File: config.mk
export PLATFORM = sky130hd
export DESIGN_NAME = rgb_color_ramp_sequencer
export DESIGN_NICKNAME = d
export VERILOG_FILES = /design/src/design/rgbcrs_pkg.sv /design/src/design/rgb_color_ramp_sequencer.sv
export SDC_FILE = /design/constraint.sdc
export NUM_CORES = 1
export LEC_CHECK = 0
export BUFFER_PORTS_ARGS = -buffer_cell sky130_fd_sc_hd__buf_4
export CAP_MARGIN = 0
export CORE_UTILIZATION = 65
export CTS_BUF_LIST = sky130_fd_sc_hd__clkbuf_8
export CTS_CLUSTER_DIAMETER = 80
export DETAILED_ROUTE_END_ITERATION = 8
export PLACE_DENSITY = 0.93
export SYNTH_ARGS = -nofsm -noshare
export SYNTH_HDL_FRONTEND = slang
export SYNTH_SLANG_ARGS = --single-unit
File: constraint.sdc
create_clock -name clk -period 11.2 [get_ports clk]
set_clock_uncertainty 0.15 [all_clocks]
set_input_delay 0.56 -clock clk [delete_from_list [all_inputs] [get_ports clk]]
set_output_delay 0.56 -clock clk [all_outputs]
set_load 0.05 [all_outputs]
File: src/design/rgbcrs_pkg.sv
// ----------------------------------------------------------------------------
// rgbcrs_pkg
// Shared codes, state type and target color table of the color ramp sequencer.
// ----------------------------------------------------------------------------
package rgbcrs_pkg;

  // command codes
  localparam logic [3:0] CMD_TICK     = 4'd0;
  localparam logic [3:0] CMD_RED      = 4'd1;
  localparam logic [3:0] CMD_ORANGE   = 4'd2;
  localparam logic [3:0] CMD_BLUE     = 4'd3;
  localparam logic [3:0] CMD_FADE     = 4'd4;
  localparam logic [3:0] CMD_COOLING  = 4'd5;
  localparam logic [3:0] CMD_SHUTDOWN = 4'd6;
  localparam logic [3:0] CMD_SET      = 4'd7;
  localparam logic [3:0] CMD_CLEAR    = 4'd8;

  // ramp phases
  localparam logic [2:0] PH_HOLD   = 3'd0;
  localparam logic [2:0] PH_RED    = 3'd1;
  localparam logic [2:0] PH_ORANGE = 3'd2;
  localparam logic [2:0] PH_BLUE   = 3'd3;
  localparam logic [2:0] PH_FADE   = 3'd4;

  // sequence kinds
  localparam logic [1:0] KIND_NONE = 2'd0;
  localparam logic [1:0] KIND_COOL = 2'd1;
  localparam logic [1:0] KIND_SHUT = 2'd2;

  // configuration register indexes
  localparam logic [2:0] REG_RED_MS    = 3'd0;
  localparam logic [2:0] REG_ORANGE_MS = 3'd1;
  localparam logic [2:0] REG_BLUE_MS   = 3'd2;
  localparam logic [2:0] REG_FADE_MS   = 3'd3;
  localparam logic [2:0] REG_STEP      = 3'd4;

  localparam logic [14:0] RAMP_MS_RST = 15'd1000;
  localparam logic [7:0]  STEP_RST    = 8'd5;
  localparam logic [7:0]  LVL_FULL    = 8'd255;
  localparam logic [7:0]  LVL_LOW     = 8'd50;
  localparam logic [7:0]  LVL_OFF     = 8'd0;

  localparam logic [1:0] CH_RED   = 2'd0;
  localparam logic [1:0] CH_GREEN = 2'd1;
  localparam logic [1:0] CH_BLUE  = 2'd2;
  localparam logic [3:0] DIV_LAST = 4'd15;

  typedef enum logic [1:0] {
    ST_IDLE,
    ST_DIV,
    ST_STEP,
    ST_OUT
  } seq_state_t;

  // target level of a channel in a phase
  function automatic logic [7:0] target_level(input logic [2:0] p, input logic [1:0] c);
    logic [7:0] t;
    t = LVL_OFF;
    unique case (p)
      PH_RED:    t = (c == CH_RED) ? LVL_FULL : LVL_OFF;
      PH_ORANGE: t = (c == CH_RED) ? LVL_FULL : ((c == CH_GREEN) ? LVL_LOW : LVL_OFF);
      PH_BLUE:   t = (c == CH_BLUE) ? LVL_FULL : LVL_LOW;
      default:   t = LVL_OFF;
    endcase
    return t;
  endfunction

endpackage

File: src/design/rgb_color_ramp_sequencer.sv
// ----------------------------------------------------------------------------
// rgb_color_ramp_sequencer
// Ramps a three-channel color toward preset targets on millisecond ticks,
// with cooling and shutdown sequences; one shared divider and step unit.
//
// channel  ports      word fields (low bit up)
// in       in_t*      tuser: cmd[3:0]; tdata: set_red, set_green, set_blue
// out      out_t*     tdata: out_red, out_green, out_blue, phase, ramp_done
// cfg      cfg_*      cfg_index selects register, cfg_data carries value
//
// after acceptance a phase start, or a tick that opens a pending sequence
// phase, runs the restoring divider (ramp time over channel distance) per
// channel, then channel stepping, then the output state; a plain tick skips
// the divider; set color, clear and hold ticks go straight to the output state
// in_tready is low from acceptance until the result enters the output register
// the output register waits while out_tready is low; the next word is taken
// meanwhile. reset is synchronous, active low; cfg is always ready
// ----------------------------------------------------------------------------
module rgb_color_ramp_sequencer
  import rgbcrs_pkg::*;
(
  input  logic        clk,
  input  logic        rst_n,
  input  logic        in_tvalid,
  output logic        in_tready,
  input  logic [23:0] in_tdata,   // set_red, set_green, set_blue
  input  logic [3:0]  in_tuser,   // cmd
  output logic        out_tvalid,
  input  logic        out_tready,
  output logic [31:0] out_tdata,  // out_red, out_green, out_blue, phase, ramp_done, zero pad
  input  logic        cfg_valid,
  output logic        cfg_ready,
  input  logic [2:0]  cfg_index,
  input  logic [14:0] cfg_data
);

  seq_state_t state_r, state_nxt;

  logic [14:0] red_ms_r, orange_ms_r, blue_ms_r, fade_ms_r;
  logic [7:0]  step_r;
  logic [31:0] now_r, start_ms_r;
  logic [7:0]  level_r     [3];
  logic [7:0]  start_lvl_r [3];
  logic [15:0] intv_r      [3];
  logic [31:0] last_r      [3];
  logic [1:0]  kind_r;
  logic [2:0]  phase_r;
  logic        pending_r;
  logic [1:0]  ch_r;
  logic [3:0]  cnt_r;
  logic [7:0]  rem_r, dist_r;
  logic [14:0] quo_r;
  logic        all_at_r, done_r;
  logic        out_tvalid_r;
  logic [31:0] out_tdata_r;

  logic [3:0]  cmd;
  logic        cmd_start, tick_run;
  logic [14:0] rt;
  logic [7:0]  tg, lv, span;
  logic [8:0]  trial;
  logic        ge;
  logic [14:0] quo_nxt;
  logic [7:0]  lv0, lv1;
  logic        fire, all_now, done_now;
  logic [31:0] since_last, elapsed;

  function automatic logic [7:0] move_level(input logic [7:0] l, input logic [7:0] from,
                                            input logic [7:0] t, input logic [7:0] inc);
    logic [8:0] sum;
    logic [7:0] r;
    sum = {1'b0, l} + {1'b0, inc};
    if (t >= from) begin
      r = (sum <= {1'b0, t}) ? sum[7:0] : t;
    end else if (inc >= l || (l - inc) < t) begin
      r = t;
    end else begin
      r = l - inc;
    end
    return r;
  endfunction

  assign cmd       = in_tuser;
  assign cmd_start = (cmd == CMD_RED) || (cmd == CMD_ORANGE) || (cmd == CMD_BLUE) ||
                     (cmd == CMD_FADE) || (cmd == CMD_COOLING) || (cmd == CMD_SHUTDOWN);
  assign tick_run  = (cmd == CMD_TICK) && (phase_r != PH_HOLD);

  always_comb begin
    unique case (phase_r)
      PH_RED:    rt = red_ms_r;
      PH_ORANGE: rt = orange_ms_r;
      PH_BLUE:   rt = blue_ms_r;
      default:   rt = fade_ms_r;
    endcase
  end

  // shared divider and channel step unit
  assign tg      = target_level(phase_r, ch_r);
  assign lv      = level_r[ch_r];
  assign span    = (tg > lv) ? (tg - lv) : (lv - tg);
  assign trial   = {rem_r, quo_r[14]};
  assign ge      = trial >= {1'b0, dist_r};
  assign quo_nxt = {quo_r[13:0], ge};

  assign lv0        = (rt == 15'd0) ? tg : lv;
  assign since_last = now_r - last_r[ch_r];
  assign fire       = (lv0 != tg) && (since_last >= {16'd0, intv_r[ch_r]});
  assign lv1        = fire ? move_level(lv0, start_lvl_r[ch_r], tg, step_r) : lv0;
  assign all_now    = all_at_r && (lv1 == tg);
  assign elapsed    = now_r - start_ms_r;
  assign done_now   = all_now || (elapsed > {17'd0, rt});

  // next state
  always_comb begin
    state_nxt = state_r;
    unique case (state_r)
      ST_IDLE: begin
        if (in_tvalid) begin
          if (cmd_start || (tick_run && pending_r)) begin
            state_nxt = ST_DIV;
          end else if (tick_run) begin
            state_nxt = ST_STEP;
          end else begin
            state_nxt = ST_OUT;
          end
        end
      end
      ST_DIV: begin
        if (cnt_r == DIV_LAST && ch_r == CH_BLUE) begin
          state_nxt = ST_STEP;
        end
      end
      ST_STEP: begin
        if (ch_r == CH_BLUE) begin
          state_nxt = ST_OUT;
        end
      end
      ST_OUT: begin
        if (!out_tvalid_r || out_tready) begin
          state_nxt = ST_IDLE;
        end
      end
      default: state_nxt = ST_IDLE;
    endcase
  end

  // outputs
  always_comb begin
    in_tready  = (state_r == ST_IDLE);
    cfg_ready  = 1'b1;
    out_tvalid = out_tvalid_r;
    out_tdata  = out_tdata_r;
  end

  always_ff @(posedge clk) begin
    if (!rst_n) begin
      state_r <= ST_IDLE;
    end else begin
      state_r <= state_nxt;
    end
  end

  always_ff @(posedge clk) begin
    if (!rst_n) begin
      red_ms_r     <= RAMP_MS_RST;
      orange_ms_r  <= RAMP_MS_RST;
      blue_ms_r    <= RAMP_MS_RST;
      fade_ms_r    <= RAMP_MS_RST;
      step_r       <= STEP_RST;
      now_r        <= '0;
      start_ms_r   <= '0;
      kind_r       <= KIND_NONE;
      phase_r      <= PH_HOLD;
      pending_r    <= 1'b0;
      ch_r         <= CH_RED;
      cnt_r        <= '0;
      all_at_r     <= 1'b1;
      done_r       <= 1'b0;
      out_tvalid_r <= 1'b0;
      for (int i = 0; i < 3; i++) begin
        level_r[i]     <= '0;
        start_lvl_r[i] <= '0;
        intv_r[i]      <= '0;
        last_r[i]      <= '0;
      end
    end else begin
      if (cfg_valid) begin
        unique case (cfg_index)
          REG_RED_MS:    red_ms_r    <= cfg_data;
          REG_ORANGE_MS: orange_ms_r <= cfg_data;
          REG_BLUE_MS:   blue_ms_r   <= cfg_data;
          REG_FADE_MS:   fade_ms_r   <= cfg_data;
          REG_STEP:      step_r      <= cfg_data[7:0];
          default: ;
        endcase
      end

      if (out_tvalid_r && out_tready) begin
        out_tvalid_r <= 1'b0;
      end

      unique case (state_r)
        ST_IDLE: begin
          if (in_tvalid) begin
            done_r   <= 1'b0;
            ch_r     <= CH_RED;
            cnt_r    <= '0;
            all_at_r <= 1'b1;
            unique case (cmd)
              CMD_TICK: begin
                now_r <= now_r + 32'd1;
                if (phase_r != PH_HOLD) begin
                  pending_r <= 1'b0;
                end
              end
              CMD_RED, CMD_ORANGE, CMD_BLUE, CMD_FADE: begin
                kind_r    <= KIND_NONE;
                phase_r   <= cmd[2:0];
                pending_r <= 1'b0;
              end
              CMD_COOLING: begin
                kind_r    <= KIND_COOL;
                phase_r   <= PH_BLUE;
                pending_r <= 1'b0;
              end
              CMD_SHUTDOWN: begin
                kind_r    <= KIND_SHUT;
                phase_r   <= PH_RED;
                pending_r <= 1'b0;
              end
              CMD_SET: begin
                level_r[0] <= in_tdata[7:0];
                level_r[1] <= in_tdata[15:8];
                level_r[2] <= in_tdata[23:16];
              end
              CMD_CLEAR: begin
                for (int i = 0; i < 3; i++) begin
                  level_r[i] <= '0;
                end
              end
              default: ;
            endcase
          end
        end
        ST_DIV: begin
          if (cnt_r == '0) begin
            start_ms_r        <= now_r;
            start_lvl_r[ch_r] <= lv;
            dist_r            <= span;
            rem_r             <= '0;
            quo_r             <= rt;
            cnt_r             <= cnt_r + 4'd1;
          end else begin
            rem_r <= ge ? 8'(trial - {1'b0, dist_r}) : trial[7:0];
            quo_r <= quo_nxt;
            if (cnt_r == DIV_LAST) begin
              intv_r[ch_r] <= (dist_r == '0) ? 16'd0 : {1'b0, quo_nxt};
              cnt_r        <= '0;
              ch_r         <= (ch_r == CH_BLUE) ? CH_RED : ch_r + 2'd1;
            end else begin
              cnt_r <= cnt_r + 4'd1;
            end
          end
        end
        ST_STEP: begin
          level_r[ch_r] <= lv1;
          if (fire) begin
            last_r[ch_r] <= now_r;
          end
          all_at_r <= all_now;
          if (ch_r == CH_BLUE) begin
            ch_r   <= CH_RED;
            done_r <= done_now;
            if (done_now) begin
              if ((kind_r == KIND_COOL || kind_r == KIND_SHUT) && phase_r == PH_BLUE) begin
                phase_r   <= PH_FADE;
                pending_r <= 1'b1;
              end else if (kind_r == KIND_SHUT && phase_r == PH_RED) begin
                phase_r   <= PH_BLUE;
                pending_r <= 1'b1;
              end else begin
                phase_r   <= PH_HOLD;
                kind_r    <= KIND_NONE;
                pending_r <= 1'b0;
              end
            end
          end else begin
            ch_r <= ch_r + 2'd1;
          end
        end
        ST_OUT: begin
          if (!out_tvalid_r || out_tready) begin
            out_tdata_r  <= {4'd0, done_r, phase_r, level_r[2], level_r[1], level_r[0]};
            out_tvalid_r <= 1'b1;
          end
        end
        default: ;
      endcase
    end
  end

  a_hold_no_pending: assert property (@(posedge clk) disable iff (!rst_n)
    (phase_r == PH_HOLD) |-> !pending_r)
    else $error("pending start without an active phase");

  a_kind_needs_phase: assert property (@(posedge clk) disable iff (!rst_n)
    (kind_r != KIND_NONE) |-> (phase_r != PH_HOLD))
    else $error("sequence kind set while holding");

  a_busy_after_accept: assert property (@(posedge clk) disable iff (!rst_n)
    (in_tvalid && in_tready) |=> !in_tready)
    else $error("ready while an item is in work");

  a_done_phase: assert property (@(posedge clk) disable iff (!rst_n)
    (out_tvalid && out_tdata[27]) |-> (out_tdata[26:24] != PH_RED && out_tdata[26:24] != PH_ORANGE))
    else $error("completed ramp left an invalid phase");

endmodule

==> flow_summary.toml <==
[floorplan]
dieWidth_um = 205
io_pins = 86
dieArea_um2 = 42000
die_h_um = 205
initial_utilization = 0.658
core_area_um2 = 40700
rows = 74

[sta]
max_slew_margin = -0.00252
worst_slew_pin_slew_ns = 1.50
hold_viol_final = 0
setup_viol = 0
finalCriticalPeriod_ns = 8.33
slew_violations = 6
post-route-period-util = 0.744
fmax_ghz = 0.120
rsz0062_at_grt = "no"
fin_setup_tns_ns = 0
whs_ns = 0.0359

[critical_path]
crit_slowest_cell = "or4_1"
cp-startpoint = "phase_r[0]"
cp-start-kind = "flip-flop"
crit_path_max_fanout = 18
critPathRequiredTime_ns = 11.58
crit_type = "flip-flop to flip-flop"
r2r-start = "phase_r[0]"
critPathCaptureType = "flip-flop"
cp_data_arrival_time_ns = 8.71
slowest_delay_ns = 0.74
critPathMostFrequentCell = "nor2_1"

[grt]
grt_pass1_wl_um = 118000
grt_use_total = 0.361
grt_pass1_vias = 22183
antenna_found_initial = 0
grt_overflow_total = 0
grt_max_degree = 89

[logic_synthesis]
synth-edff-count = 311
ys.warnings.count = 0
syn_avg_cell_area_um2 = 9.94
synth_most_common_cell = "nand2_1"
seq_area_frac_synth = 0.461
netlist_area_um2 = 26800
yosysTopAreaCell = "edfxtp_1"
yosysTopAreaCellShare = 0.348
synth_flop_cell = "edfxtp_1"
ys_seq_elements = 462
synth_common_cells = "376 x nand2_1, 311 x edfxtp_1, 203 x nor2_1"
synth_area_leaders = "edfxtp_1 35%, dfxtp_1 11%, ha_1 7.6%"
syn_inst = 2696
synth_cell_types = 98
ys_async_sr_fraction = 0

[finish]
final_nets = 2951
multi_input_area_um2 = 13300
final_cells = 3321
design_area_um2 = 29200
final_util = 0.716
register_area_um2 = 12400
drive_above_1_share = 0.107
areaGrowthSynthToFinish_pct = 8.78
n_fill_cell = 2633
insertedDiodeCount = 0

[routing]
viasPerCell = 6.62
wl_met2_um = 36600
drc_errors = 0
dr.first_iter.drc_count = 2742
drtPass1Iterations = 6
drt-total-wl_um = 75400
wl_met3_um = 8060
num_vias = 21971
wl_met1_um = 26400
highest_layer = "met4"
post_drt_wl_per_cell_um = 22.7
drtAntennaViolNets = 0

[clock_network]
cts_buffers = 74
clock_sinks = 462
path_clk_slew_ns = 0.06
cts_buffer_depth = 3
htreeDepth = 3
cts_root_buffer = "clkbuf_8"
cts_tree = "yes"
clk_latency_ns = 0.67

[placed_design]
gp_congestion = 1.00
post_dp_cell_area_um2 = 27700
post-dp-hpwl_um = 52300
numPortBuffers = 80
dp.cells = 3186

[power]
ir_drop_v = 0.000301
p_leak_nw = 11.6
power_density_nw_per_um2 = 262

[min_path]
hold_start = "cfg_data[5]"
min_path_type = "input pin to flip-flop"

[outcome]
violations = "capacitance limit, slew limit"
outcome = "complete, but fails checks"

[flow_run]
maxCapViolCount = 1
registers in the layout, indices dropped and copies added (netlist names), 3 cells and up, named ones only:
| signal | count |
|---|---|
| out_tdata | 28 |
| level_r | 32 |
| start_ms_r | 32 |
| step_r | 8 |
| last_r | 128 |
| rem_r | 8 |
| now_r | 32 |
| start_lvl_r | 32 |
| red_ms_r | 15 |
| phase_r | 3 |
| fade_ms_r | 15 |
| orange_ms_r | 15 |
| dist_r | 8 |
| blue_ms_r | 15 |
| quo_r | 15 |
| intv_r | 60 |
| cnt_r | 4 |
path summary, 6_finish.rpt:
path / slack, ns / cells after the start / to
worst min-delay path: 0.04 / 3 / red_ms_r[5]
worst max-delay path: 2.87 / 32 / phase_r[1]
worst min register to register: 0.30 / 0 / out_tdata[21]
worst max register to register: 2.87 / 32 / phase_r[1]
timing repair:
item                                   4_1_cts  5_1_grt
hold buffers                                 1        0
buffers inserted                             0        0
resized for setup                            0        0
endpoints found under the hold margin        3        0
cell type report:
type | count | share of cell area
clock inverters | 55 | 0.0126
clock buffers | 79 | 0.0373
multi-input cells | 1919 | 0.455
well taps | 532 | 0.0228
repair buffers | 96 | 0.0248
flip-flops and latches | 462 | 0.424
inverters | 178 | 0.0229
cells in the final DEF, fill, tap and decap left out, drive strengths merged, types with 15 or more instances in the layout:
master | netlist | layout
a21boi | 57 | 57
a21o | 53 | 53
a21oi | 147 | 147
and2 | 125 | 125
and3 | 19 | 19
buf | 25 | 95
clkbuf | 115 | 79
clkinv | 0 | 18
dfxtp | 151 | 151
edfxtp | 311 | 311
ha | 162 | 162
inv | 178 | 207
mux2i | 40 | 40
mux4 | 55 | 55
nand2 | 376 | 376
nand3 | 64 | 64
nand4 | 30 | 30
nor2 | 203 | 203
nor2b | 35 | 35
nor3 | 37 | 37
nor4 | 15 | 15
o211ai | 19 | 19
o21a | 26 | 26
o21ai | 95 | 95
o21bai | 15 | 15
o22ai | 41 | 41
xnor2 | 60 | 60
xor2 | 29 | 29
where the power goes:
group / leakage, nW / internal (mW) / switching, mW
Sequential: 4.19 / 2.06 / 0.126
Clock: 0.827 / 0.752 / 0.709
Combinational: 6.60 / 1.46 / 2.53
logic make-up (layout without fill, tap and decap cells):
logic type,after synthesis,in the layout,synth area share
and+or+nand+nor,968,968,0.170
AOI/OAI and AO/OA,579,579,0.145
DFF,462,462,0.461
buffers and inverters,318,408,0.0457
adders and majority gates,169,169,0.0809
muxes,109,109,0.0670
xor gates and xnor gates,89,89,0.0291
other,2,5,0.000280
metrics by stage:
stage	power [mW]	setup slack (ns)
floorplan	4.96	2.84
global placement	5.80	3.49
finish	7.64	2.87
global route	7.99	2.24
detailed placement	5.99	3.15
CTS	7.46	3.09
critical path, delay by kind of cell (launching register included):
| kind | cells | cell delay [ns] |
|---|---|---|
| buffers and inverters | 2 | 0.64 |
| xor gates and xnor gates | 1 | 0.12 |
| DFF | 1 | 0.72 |
| and+or+nand+nor | 11 | 2.68 |
| muxes | 3 | 0.70 |
| adders and majority gates | 2 | 0.72 |
| AOI/OAI and AO/OA | 13 | 2.45 |
per-layer routing:
layer,vias up,global-route usage
met5,-,0
met4,0,0.208
met3,343,0.0808
met2,1538,0.610
met1,10361,0.423
li1,9729,-
Note: power is estimated with default switching activity, not from simulation.
